File: src/rtl/srlb_pkg.sv
// Package for the source rate limiter with blocklist.
// Holds register defaults, register indexes, verdict codes and the
// controller/datapath command and status types. No dependencies.
package srlb_pkg;

  localparam int unsigned BLOCK_ENTRIES_DEF = 64;
  localparam int unsigned RATE_ENTRIES_DEF  = 64;

  localparam int unsigned CFG_IDX_W  = 3;
  localparam int unsigned CFG_DATA_W = 16;

  // register indexes on the configuration port
  localparam logic [CFG_IDX_W-1:0] REG_BLOCK_NEW    = 3'd0;
  localparam logic [CFG_IDX_W-1:0] REG_BLOCK_REPEAT = 3'd1;
  localparam logic [CFG_IDX_W-1:0] REG_FAST_MS      = 3'd2;
  localparam logic [CFG_IDX_W-1:0] REG_CALM_MS      = 3'd3;
  localparam logic [CFG_IDX_W-1:0] REG_MAX_VIOL     = 3'd4;
  localparam logic [CFG_IDX_W-1:0] REG_IDLE_SEC     = 3'd5;

  // register reset values
  localparam logic [15:0] BLOCK_NEW_RST    = 16'd180;
  localparam logic [15:0] BLOCK_REPEAT_RST = 16'd60;
  localparam logic [15:0] FAST_MS_RST      = 16'd50;
  localparam logic [15:0] CALM_MS_RST      = 16'd300;
  localparam logic [2:0]  MAX_VIOL_RST     = 3'd4;
  localparam logic [15:0] IDLE_SEC_RST     = 16'd10;

  // verdict codes
  localparam logic [2:0] VERDICT_LISTED  = 3'd0;
  localparam logic [2:0] VERDICT_BAD_SIG = 3'd1;
  localparam logic [2:0] VERDICT_FAST    = 3'd2;
  localparam logic [2:0] VERDICT_PASS    = 3'd3;
  localparam logic [2:0] VERDICT_BAD_CMD = 3'd4;

  typedef struct packed {
    logic [31:0] addr;
    logic [31:0] unblock_sec;
  } block_entry_t;

  typedef struct packed {
    logic [31:0] seen_sec;
    logic [31:0] last_ms;
    logic [2:0]  count;
  } rate_entry_t;

  typedef struct packed {
    logic load;
    logic bscan;
    logic rscan;
    logic calc;
    logic commit;
  } ctrl_cmd_t;

  typedef struct packed {
    logic bdone;
    logic rdone;
    logic out_free;
  } ctrl_status_t;

endpackage

File: src/rtl/srlb_ctrl.sv
// Controller state machine for the source rate limiter with blocklist.
// Sequences accept, block scan, rate scan, evaluate and commit.
// Depends on srlb_pkg.
module srlb_ctrl (
  input  logic                  clk_i,
  input  logic                  rst_ni,
  input  logic                  in_valid_i,
  output logic                  in_stall_o,
  input  srlb_pkg::ctrl_status_t st_i,
  output srlb_pkg::ctrl_cmd_t    cmd_o
);

  typedef enum logic [4:0] {
    S_IDLE   = 5'b00001,
    S_BSCAN  = 5'b00010,
    S_RSCAN  = 5'b00100,
    S_CALC   = 5'b01000,
    S_COMMIT = 5'b10000
  } state_e;

  state_e state_q, state_d;

  always_comb begin
    state_d = state_q;
    cmd_o   = '0;
    case (state_q)
      S_IDLE: begin
        if (in_valid_i) begin
          cmd_o.load = 1'b1;
          state_d    = S_BSCAN;
        end
      end
      S_BSCAN: begin
        cmd_o.bscan = 1'b1;
        if (st_i.bdone) state_d = S_RSCAN;
      end
      S_RSCAN: begin
        cmd_o.rscan = 1'b1;
        if (st_i.rdone) state_d = S_CALC;
      end
      S_CALC: begin
        cmd_o.calc = 1'b1;
        state_d    = S_COMMIT;
      end
      S_COMMIT: begin
        // hold until the output register can take the result
        if (st_i.out_free) begin
          cmd_o.commit = 1'b1;
          state_d      = S_IDLE;
        end
      end
      default: state_d = S_IDLE;
    endcase
  end

  assign in_stall_o = (state_q != S_IDLE);

  always_ff @(posedge clk_i or negedge rst_ni) begin
    if (!rst_ni) begin
      state_q <= S_IDLE;
    end else begin
      state_q <= state_d;
    end
  end

endmodule

File: config.mk
export PLATFORM = sky130hd
export DESIGN_NAME = srlb_ctrl
export DESIGN_NICKNAME = d
export VERILOG_FILES = /design/src/rtl/srlb_pkg.sv /design/src/rtl/srlb_ctrl.sv
export SDC_FILE = /design/constraint.sdc
export NUM_CORES = 1
export LEC_CHECK = 0
export BUFFER_PORTS_ARGS = -buffer_cell sky130_fd_sc_hd__buf_2
export CORE_AREA = 2 2 39 41
export CTS_CLUSTER_DIAMETER = 100
export DETAILED_ROUTE_END_ITERATION = 10
export DIE_AREA = 0 0 41 43
export PLACE_DENSITY = 0.46
export RECOVER_POWER = 100
export REMOVE_ABC_BUFFERS = 1
export SETUP_SLACK_MARGIN = 0.1
export SLEW_MARGIN = 30
export SYNTH_ARGS = -nofsm -noshare
export SYNTH_HDL_FRONTEND = slang
export SYNTH_SLANG_ARGS = --single-unit
File: constraint.sdc
create_clock -name clk_i -period 1.2 [get_ports clk_i]
set_input_delay 0.06 -clock clk_i [delete_from_list [all_inputs] [get_ports clk_i]]
set_output_delay 0.06 -clock clk_i [all_outputs]
set_load 0.05 [all_outputs]
==> run metrics, run 1 <==
run status finished with violations; violated checks setup timing; clock tree from TritonCTS done; number of flip-flops under the largest register name 5; overall via count from detail_route roughly 390; required time at the endpoint of the critical path approximately 1.1 ns; number of enable-type register cells in the synthesized netlist 0; number of distinct library cells after synthesis 24; CTS Root Cell sky130_fd_sc_hd__clkbuf_4; Net count, final 72; crit-path max cell delay ~0.41 ns; latest clock arrival within the worst-skew pair 0.24 ns; sequential element share of the synthesized area 0.390; Final Hold Violating Endpoints 0; starting density of the core 0.234; layout overhead on the synthesized area 127%; synthesized area per cell roughly 9.8 sq um; share of post-route cells with drive strength above 1 0.800; Worst-path clk slew 0.04 ns; number of placement rows 14; router iterations before antenna repair 4; Synth area leaders sky130_fd_sc_hd__dfrtp_1, sky130_fd_sc_hd__dfstp_2, sky130_fd_sc_hd__or3b_1, sky130_fd_sc_hd__a2111oi_2, sky130_fd_sc_hd__nor2_1; post-synth top area share 0.309; count of inserted antenna diode cells 0; timing-limited maximum frequency just over 0.6 GHz; total clock buffers created by CTS 3; worst voltage drop across the vdd grid just under 0.8 mV; global-route usage over all layers 0.145; combinational cell fraction of total power 0.673; busiest metal layer after global routing met2; met2 track demand over resource 0.222; max-slew violations 0; worst rel slew slack 0.820; overflow left after global routing 0; total of endpoints with negative setup slack in the final report 10; Psw roughly 0.60 mW; Power, Total roughly 1.4 mW; data arrival time of the critical path roughly 1.6 ns; synthesized flop and latch total 5; biggest registers after layout state_q (5); total length of routed wires about 1.1 mm; number of clock sinks 5; sequential group share of total power 0.183; Critical Path Sink Type output pin; shortest period the worst path allows 1.62 ns; post-synthesis cell type with the largest combined area sky130_fd_sc_hd__dfrtp_1; Hold Path Depth 2; Buffers on Ports 11; Antenna Violating Nets Remaining 0; logic depth of the worst register-to-register path 4; detail-routed net length per standard cell approximately 14 um; number of antenna violations at the first check in global routing 0; register with the most flip-flops state_q; slowest cell on the critical path sky130_fd_sc_hd__or3_4; Pint 0.802 mW; Power Dens Cells around 1900 nW/um^2; placed insts 69; Post-Syn Instances 33; Final Skew ~0.0024 ns; Worst Hold Class in2reg; fraction of met3 tracks used by global routing 0.0628; summed instance area of the synthesized netlist 324 sq um; maximum capacitance violations 0; RD Place Congestion about 0.73; vias per std cell around 4.8; proportion of power drawn by the clock network 0.144; sw frac 0.427; Final Instance Count excl. Fillers 81; CP startpoint kind flop; Core Footprint roughly 1400 sq um; leakage dissipation a little over 0.3 nW; number of design rule violations left after detail routing 0; area enclosed by the die boundary 1760 sq um; largest fanout on the critical path 3; category of the critical setup timing path reg2out; vertical die dimension 43 um; list of cells traversed by the critical path or3_4, or3b_4, buf_6; Post-synth top flop sky130_fd_sc_hd__dfrtp_1; transition time of the tightest slew-check pin 0.267 ns; number of top-level pins 12; warning count from the yosys run 0; smallest setup slack after layout -0.424 ns; setup repair after global routing missed its margin true; maximum count of clock buffers along a single path 2; share of the clock period used by the worst path after layout 1.35; pin count of the biggest net entering global routing 9; vias in the first global route between 300 and 400; width of the die between 40 and 50 um; share of synthesized flip-flops with an asynchronous set or reset 1.00; M1 GR Usage 0.169; number of violations reported at the end of detailed-routing iteration 0 7; wire length of the first global-routing pass around 1.6 mm; Commonest cells post-synth sky130_fd_sc_hd__dfrtp_1, sky130_fd_sc_hd__nor2_1, sky130_fd_sc_hd__nor3b_1, sky130_fd_sc_hd__nor4_1, sky130_fd_sc_hd__or3b_1; Detailed Place HPWL between 600 and 700 um; final cell utilization of the core 0.532; CTS H-tree lvls 1
==> what timing repair did <==
action | in CTS | in global routing
endpoints found under the hold margin | 5 | 0
buffers inserted | 3 | 5
pin swaps | 10 | 10
hold buffers | 1 | 0
setup endpoints to repair | 10 | 11
resized for setup | 32 | 15
==> logic make-up after synthesis <==
family                    share of synthesized area
and+or+nand+nor                               0.378
buffers and inverters                        0.0849
AOI/OAI and AO/OA                             0.120
DFF                                           0.390
xor gates and xnor gates                     0.0270
==> cell usage in the layout, fill, tap and decap left out, types with 2 or more instances in the layout <==
| cell type | n |
|---|---|
| sky130_fd_sc_hd__buf_6 | 11 |
| sky130_fd_sc_hd__nor3b_2 | 2 |
| sky130_fd_sc_hd__clkbuf_1 | 2 |
| sky130_fd_sc_hd__clkbuf_4 | 3 |
| sky130_fd_sc_hd__dfrtp_1 | 4 |
| sky130_fd_sc_hd__or3b_4 | 2 |
| sky130_fd_sc_hd__buf_4 | 12 |
| sky130_fd_sc_hd__nor2_4 | 3 |
| sky130_fd_sc_hd__buf_2 | 4 |
| sky130_fd_sc_hd__buf_8 | 2 |
==> worst max-delay path, delay by kind of cell, from the launching register on <==
family                 cells  cell delay, ns
and+or+nand+nor            2            0.79
buffers and inverters      1            0.16
DFF                        1            0.37
==> path summary, 6_finish.rpt <==
path                                   end       start  slack (ns)
min in group asynchronous       state_q[1]      rst_ni        0.19
worst max-delay path            in_stall_o  state_q[3]       -0.42
max in group asynchronous       state_q[0]      rst_ni        0.75
worst min register to register  state_q[2]  state_q[4]        0.62
worst max register to register  state_q[4]  state_q[3]       -0.30
worst min-delay path            state_q[3]     st_i[1]        0.06
==> stage by stage <==
| step | setup WS (ns) | hold slack (ns) | setup TNS (ns) | area, sq um |
|---|---|---|---|---|
| floorplan | -1.41 | -0.236 | -6.15 | 300 |
| global placement | -0.200 | -0.124 | -0.940 | 465 |
| detailed placement | -0.220 | -0.122 | -0.996 | 465 |
| CTS | -0.409 | 0.0562 | -2.30 | 657 |
| global route | -0.470 | 0.0554 | -3.40 | 736 |
| finish | -0.424 | 0.0627 | -2.72 | 736 |
==> layer usage <==
| layer | share of wire | vias up |
|---|---|---|
| li1 | - | 186 |
| met1 | 0.40 | 188 |
| met2 | 0.55 | 11 |
| met3 | 0.036 | 2 |
| met4 | 0.011 | 0 |
| met5 | 0 | - |
==> power groups by stage <==
stage	registers, mW	logic [mW]	clock network (mW)
5_1_grt	0.259	0.996	0.226
4_1_cts	0.253	0.794	0.206
2_1_floorplan	0.283	0.303	0
6_report	0.256	0.941	0.202
3_5_place_dp	0.247	0.581	0
3_3_place_gp	0.246	0.579	0
==> cell type report <==
type	count	area, sq um
Clock buffer	4	26.3
Fill cell	126	648
Inverter	1	6.26
Multi-Input combinational cell	24	279
Sequential cell	5	126
Tap cell	16	20.0
Timing Repair Buffer	31	278
(Power assumes the default switching activity.)
==> run 2: changes to the inputs <==
--- a/config.mk
+++ b/config.mk
@@ -18,3 +18,4 @@
 export SYNTH_ARGS = -nofsm -noshare
 export SYNTH_HDL_FRONTEND = slang
 export SYNTH_SLANG_ARGS = --single-unit
+export TNS_END_PERCENT = 10
==> run metrics, run 2 (synthesized netlist as in run 1, its figures left out) <==
crit-path max cell delay 0.41 ns (about the same); Worst-path clk slew 0.04 ns (about the same); max-slew violations 0 (unchanged); total clock buffers created by CTS 3 (unchanged); Final Hold Violating Endpoints 0 (unchanged); clock tree from TritonCTS done; layout overhead on the synthesized area 78.0%; violated checks setup timing; CP startpoint kind flop; Final Skew 0.00137 ns (-0.00108 ns); list of cells traversed by the critical path or3_4, or3b_4, buf_6; share of the clock period used by the worst path after layout 1.35 (about the same); latest clock arrival within the worst-skew pair 0.24 ns (about the same); number of flip-flops under the largest register name 5 (unchanged); Core Footprint 1380 sq um (unchanged); Buffers on Ports 11 (unchanged); share of post-route cells with drive strength above 1 0.576 (-0.224); detail-routed net length per standard cell 12.0 um (-14%); required time at the endpoint of the critical path 1.14 ns (about the same); width of the die 41 um (unchanged); total of endpoints with negative setup slack in the final report 8 (-2); leading cell types in the layout, fill and taps excluded sky130_fd_sc_hd__buf_4, sky130_fd_sc_hd__buf_6, sky130_fd_sc_hd__buf_2, sky130_fd_sc_hd__dfrtp_1; Detailed Place HPWL 640 um (unchanged); final cell utilization of the core 0.417 (-0.115); maximum count of clock buffers along a single path 2 (unchanged); number of violations reported at the end of detailed-routing iteration 0 1 (-6); overflow left after global routing 0 (unchanged); transition time of the tightest slew-check pin 0.292 ns (+0.0249 ns); starting density of the core 0.234 (unchanged); Setup WS pre-CTS -0.220 ns (unchanged); vias per std cell 4.55 (-4.8%); slowest cell on the critical path sky130_fd_sc_hd__or3_4; run status finished with violations; Worst Hold Class in2reg; count of inserted antenna diode cells 0 (unchanged); vertical die dimension 43 um (unchanged); number of placement rows 14 (unchanged); Antenna Violating Nets Remaining 0 (unchanged); data arrival time of the critical path 1.57 ns (about the same); overall via count from detail_route 341 (-12%); register with the most flip-flops state_q; total length of routed wires 897 um (-21%); largest fanout on the critical path 4 (+1); placed insts 69 (unchanged); area enclosed by the die boundary 1760 sq um (unchanged); Power, Total 1.15 mW (-17%); leading cell type in the layout, fill and taps excluded sky130_fd_sc_hd__buf_4; vias in the first global route 309 (-18%); CTS H-tree lvls 1 (unchanged); Power Dens Cells 2000 nW/um^2 (+5.3%); maximum capacitance violations 0 (unchanged); Critical Path Sink Type output pin; number of clock sinks 5 (unchanged); number of antenna violations at the first check in global routing 0 (unchanged); pin count of the biggest net entering global routing 9 (unchanged); RD Place Congestion 0.731 (unchanged); smallest setup slack after layout -0.425 ns (-0.00155 ns); worst voltage drop across the vdd grid 0.720 mV (-7.9%); router iterations before antenna repair 2 (-2); Final Instance Count excl. Fillers 75 (-7.4%); number of top-level pins 12 (unchanged); setup repair after global routing missed its margin true; Net count, final 66 (-8.3%); timing-limited maximum frequency 0.615 GHz (about the same); leakage dissipation 0.252 nW (-18%); wire length of the first global-routing pass 1.29 mm (-20%); CTS Root Cell sky130_fd_sc_hd__clkbuf_4; category of the critical setup timing path reg2out; global-route usage over all layers 0.118 (-0.0272); number of design rule violations left after detail routing 0 (unchanged); worst rel slew slack 0.805 (-0.0153); biggest registers after layout state_q (5); shortest period the worst path allows 1.63 ns (+0.00155 ns)
## run 2: cell types whose count changed in the layout (fill, tap and decap cells not counted), sizes merged
cell  before  now
buf       29   23
## run 2: layout make-up
type | count | area (sq um)
flip-flops and latches | 5 | 126
repair buffers | 25 | 199
inverters | 1 | 3.75
well taps | 16 | 20.0
fillers | 150 | 807
clock buffers | 4 | 26.3
multi-input cells | 24 | 201
## run 2: worst paths after layout
check | slack [ns] | start | endpoint | cells after the start
setup / recovery | -0.43 | state_q[3] | in_stall_o | 3
hold / removal | 0.06 | st_i[1] | state_q[3] | 2
setup reg to reg | -0.21 | state_q[2] | state_q[0] | 5
hold reg to reg | 0.56 | state_q[3] | state_q[1] | 2
max in group asynchronous | 0.75 | rst_ni | state_q[0] | 2
min in group asynchronous | 0.19 | rst_ni | state_q[1] | 2
## run 2: metrics by stage
stage	hold slack [ns]	TNS (ns)	area [sq um]
2_1_floorplan	-0.236	-6.15	300
3_3_place_gp	-0.124	-0.940	465
3_5_place_dp	-0.122	-0.996	465
4_1_cts	0.0441	-1.94	562
5_1_grt	0.0433	-2.63	577
6_report	0.0592	-2.02	577
## run 2: layer usage
layer | GRT usage | share of wire | vias up
met5 | 0 | 0 | -
met4 | 0.0600 | 0.014 | 0
met3 | 0.0628 | 0.054 | 2
met2 | 0.166 | 0.47 | 13
met1 | 0.140 | 0.46 | 153
li1 | - | - | 173
## run 2: critical path, delay by kind of cell, from the launching register on
family / cells / cell delay, ns
flops: 1 / 0.37
simple gates: 2 / 0.79
buf+inv: 1 / 0.16
## run 2: where the power goes
part	switching (mW)	internal (mW)
registers	0.0261	0.213
clock network	0.0731	0.126
logic	0.383	0.332
## run 2: timing repair
item,CTS,global route
endpoints found under the hold margin,5,0
setup endpoints to repair,10,11
resized for setup,15,4
hold buffers,1,0
setup buffers,0,1
pin swaps,4,3
==> run 3: changes to the inputs <==
--- a/config.mk
+++ b/config.mk
@@ -5,15 +5,16 @@
 export SDC_FILE = /design/constraint.sdc
 export NUM_CORES = 1
 export LEC_CHECK = 0
+export ABC_AREA = 1
 export BUFFER_PORTS_ARGS = -buffer_cell sky130_fd_sc_hd__buf_2
 export CORE_AREA = 2 2 39 41
-export CTS_CLUSTER_DIAMETER = 100
 export DETAILED_ROUTE_END_ITERATION = 10
 export DIE_AREA = 0 0 41 43
 export PLACE_DENSITY = 0.46
 export RECOVER_POWER = 100
 export REMOVE_ABC_BUFFERS = 1
 export SETUP_SLACK_MARGIN = 0.1
+export SKIP_LAST_GASP = 1
 export SLEW_MARGIN = 30
 export SYNTH_ARGS = -nofsm -noshare
 export SYNTH_HDL_FRONTEND = slang
==> run metrics, run 3 <==
Power, Total 1.26 mW (+9.2%); total length of routed wires 764 um (-15%); pin count of the biggest net entering global routing 8 (-1); number of flip-flops under the largest register name 5 (unchanged); Final Hold Violating Endpoints 0 (unchanged); register with the most flip-flops state_q; Final Skew 0.000742 ns (-0.000626 ns); count of inserted antenna diode cells 0 (unchanged); vias in the first global route 307 (-0.65%); width of the die 41 um (unchanged); Hold Path Depth 4 (+2); largest fanout on the critical path 3 (-1); Synth area leaders sky130_fd_sc_hd__dfrtp_1, sky130_fd_sc_hd__inv_1, sky130_fd_sc_hd__nand2_1, sky130_fd_sc_hd__nand4_1, sky130_fd_sc_hd__dfstp_2; post-synth top area share 0.307 (-0.00237); synthesized area per cell 7.10 sq um (-28%); CTS H-tree lvls 1 (unchanged); Power Dens Cells 2700 nW/um^2 (+35%); Critical Path Sink Type output pin; leading cell types in the layout, fill and taps excluded sky130_fd_sc_hd__inv_1, sky130_fd_sc_hd__nand2_1, sky130_fd_sc_hd__nand4_1, sky130_fd_sc_hd__buf_2, sky130_fd_sc_hd__buf_4; leakage dissipation 0.281 nW (+12%); data arrival time of the critical path 1.30 ns (-0.27 ns); timing-limited maximum frequency 0.735 GHz (+19%); wire length of the first global-routing pass 1.19 mm (-7.5%); Worst-path clk slew 0.04 ns (about the same); most frequent cell after synthesis sky130_fd_sc_hd__inv_1; clock tree from TritonCTS done; number of violations reported at the end of detailed-routing iteration 0 12 (+11); maximum capacitance violations 0 (unchanged); share of the clock period used by the worst path after layout 1.13 (-0.221); Core Footprint 1380 sq um (unchanged); global-route usage over all layers 0.105 (-0.0130); number of inserted filler cells in the final layout 164 (+9.3%); category of the critical setup timing path reg2out; worst rel slew slack 0.820 (+0.0148); setup repair after global routing missed its margin true; transition time of the tightest slew-check pin 0.271 ns (-0.0216 ns); final cell utilization of the core 0.337 (-0.0796); number of clock sinks 5 (unchanged); number of antenna violations at the first check in global routing 0 (unchanged); maximum count of clock buffers along a single path 2 (unchanged); summed instance area of the synthesized netlist 327 sq um (+0.77%); router iterations before antenna repair 4 (+2); starting density of the core 0.236 (+0.00181); required time at the endpoint of the critical path 1.14 ns (about the same); Critical R2R Capture state_q[0]; smallest setup slack after layout -0.161 ns (+0.265 ns); synthesized flop and latch total 5 (unchanged); number of placement rows 14 (unchanged); CTS Root Cell sky130_fd_sc_hd__clkbuf_4; biggest registers after layout state_q (5); CP startpoint kind flop; worst-case register-to-register setup slack -0.02 ns (+0.19 ns); Net count, final 69 (+4.5%); vias per std cell 4.32 (-5.0%); total of endpoints with negative setup slack in the final report 7 (-1); overall via count from detail_route 337 (-1.2%); shortest period the worst path allows 1.36 ns (-0.265 ns); number of enable-type register cells in the synthesized netlist 0 (unchanged); number of top-level pins 12 (unchanged); Post-Syn Instances 46 (+39%); Commonest cells post-synth sky130_fd_sc_hd__inv_1, sky130_fd_sc_hd__nand2_1, sky130_fd_sc_hd__nand4_1; vertical die dimension 43 um (unchanged); total clock buffers created by CTS 3 (unchanged); number of design rule violations left after detail routing 0 (unchanged); Antenna Violating Nets Remaining 0 (unchanged); Min-Delay Endpoint state_q[0]; detail-routed net length per standard cell 9.79 um (-18%); Buffers on Ports 11 (unchanged); Final Instance Count excl. Fillers 78 (+4.0%); leading cell type in the layout, fill and taps excluded sky130_fd_sc_hd__inv_1; share of post-route cells with drive strength above 1 0.387 (-0.189); RD Place Congestion 0.754 (+3.1%); layout overhead on the synthesized area 42.9%; Post-synth top flop sky130_fd_sc_hd__dfrtp_1; max-slew violations 0 (unchanged); warning count from the yosys run 0 (unchanged); worst voltage drop across the vdd grid 0.808 mV (+12%); R2R Path Start state_q[0]; logic depth of the worst register-to-register path 8 (+3); area enclosed by the die boundary 1760 sq um (unchanged); Worst Hold Class in2reg; run status finished with violations; share of synthesized flip-flops with an asynchronous set or reset 1.00 (unchanged); sequential element share of the synthesized area 0.387 (-0.00299); startpoint of the worst hold path in_valid_i; latest clock arrival within the worst-skew pair 0.24 ns (about the same); number of distinct library cells after synthesis 14 (-42%); overflow left after global routing 0 (unchanged); violated checks setup timing; Detailed Place HPWL 582 um (-9.0%); placed insts 72 (+4.3%); post-synthesis cell type with the largest combined area sky130_fd_sc_hd__dfrtp_1
## run 3: cells by family after synthesis
group / Yosys count / share of synthesized area
AOI/OAI and AO/OA: 1 / 0.0153
buffers and inverters: 12 / 0.149
DFF: 5 / 0.387
and+or+nand+nor: 28 / 0.448
## run 3: how the worst max path moves through the flow
stage | end | slack (ns) | cells after the start | from
4_1_cts | cmd_o[4] | -0.16 | 5 | state_q[0]
3_3_place_gp | cmd_o[4] | -0.01 | 5 | state_q[0]
3_5_place_dp | cmd_o[4] | 0.008 | 5 | state_q[0]
2_1_floorplan | cmd_o[4] | -0.57 | 4 | state_q[0]
6_report | cmd_o[4] | -0.16 | 5 | state_q[0]
5_1_grt | cmd_o[4] | -0.22 | 5 | state_q[0]
## run 3: timing repair
item / CTS / global route
endpoints found under the setup margin: 9 / 10
gates cloned: 0 / 0
buffers inserted: 1 / 0
hold buffers: 1 / 0
resized for setup: 9 / 1
pin swaps: 0 / 1
endpoints found under the hold margin: 5 / 0
## run 3: metrics by stage
step	hold slack, ns	instance area (sq um)	TNS [ns]	worst slack [ns]
after global placement	-0.118	394	-0.0183	-0.0146
final	0.132	467	-0.724	-0.161
after global routing	0.154	467	-1.40	-0.220
after CTS	0.111	467	-0.862	-0.160
after floorplan	-0.236	319	-0.936	-0.566
after detailed placement	-0.120	394	0	0.00794
## run 3: power by group
group          internal, mW  switching [mW]  leakage (nW)
Combinational         0.249           0.507         0.203
Sequential            0.239          0.0684        0.0636
Clock                 0.126          0.0710        0.0150
## run 3: layout make-up
type	count	area, sq um	area share
sequential	5	128	0.273
tap	16	20.0	0.0429
multi-input combinational	29	164	0.351
clock buffer	4	26.3	0.0563
timing repair buffer	13	87.6	0.188
inverter	11	41.3	0.0885
## run 3: routing by layer
metal | vias up | part of all wire | track usage
li1 | 175 | - | -
met1 | 150 | 0.49 | 0.134
met2 | 12 | 0.45 | 0.141
met3 | 0 | 0.062 | 0.0471
met4 | 0 | 0 | 0.0600
met5 | - | 0 | 0
## run 3: critical path, cell delays in order (launching register included)
cell and delay [ns]:
sky130_fd_sc_hd__dfstp_2 0.56, sky130_fd_sc_hd__inv_2 0.05, sky130_fd_sc_hd__nor2_4 0.09, sky130_fd_sc_hd__nand3_2 0.09
sky130_fd_sc_hd__nor2_2 0.11, sky130_fd_sc_hd__buf_6 0.16
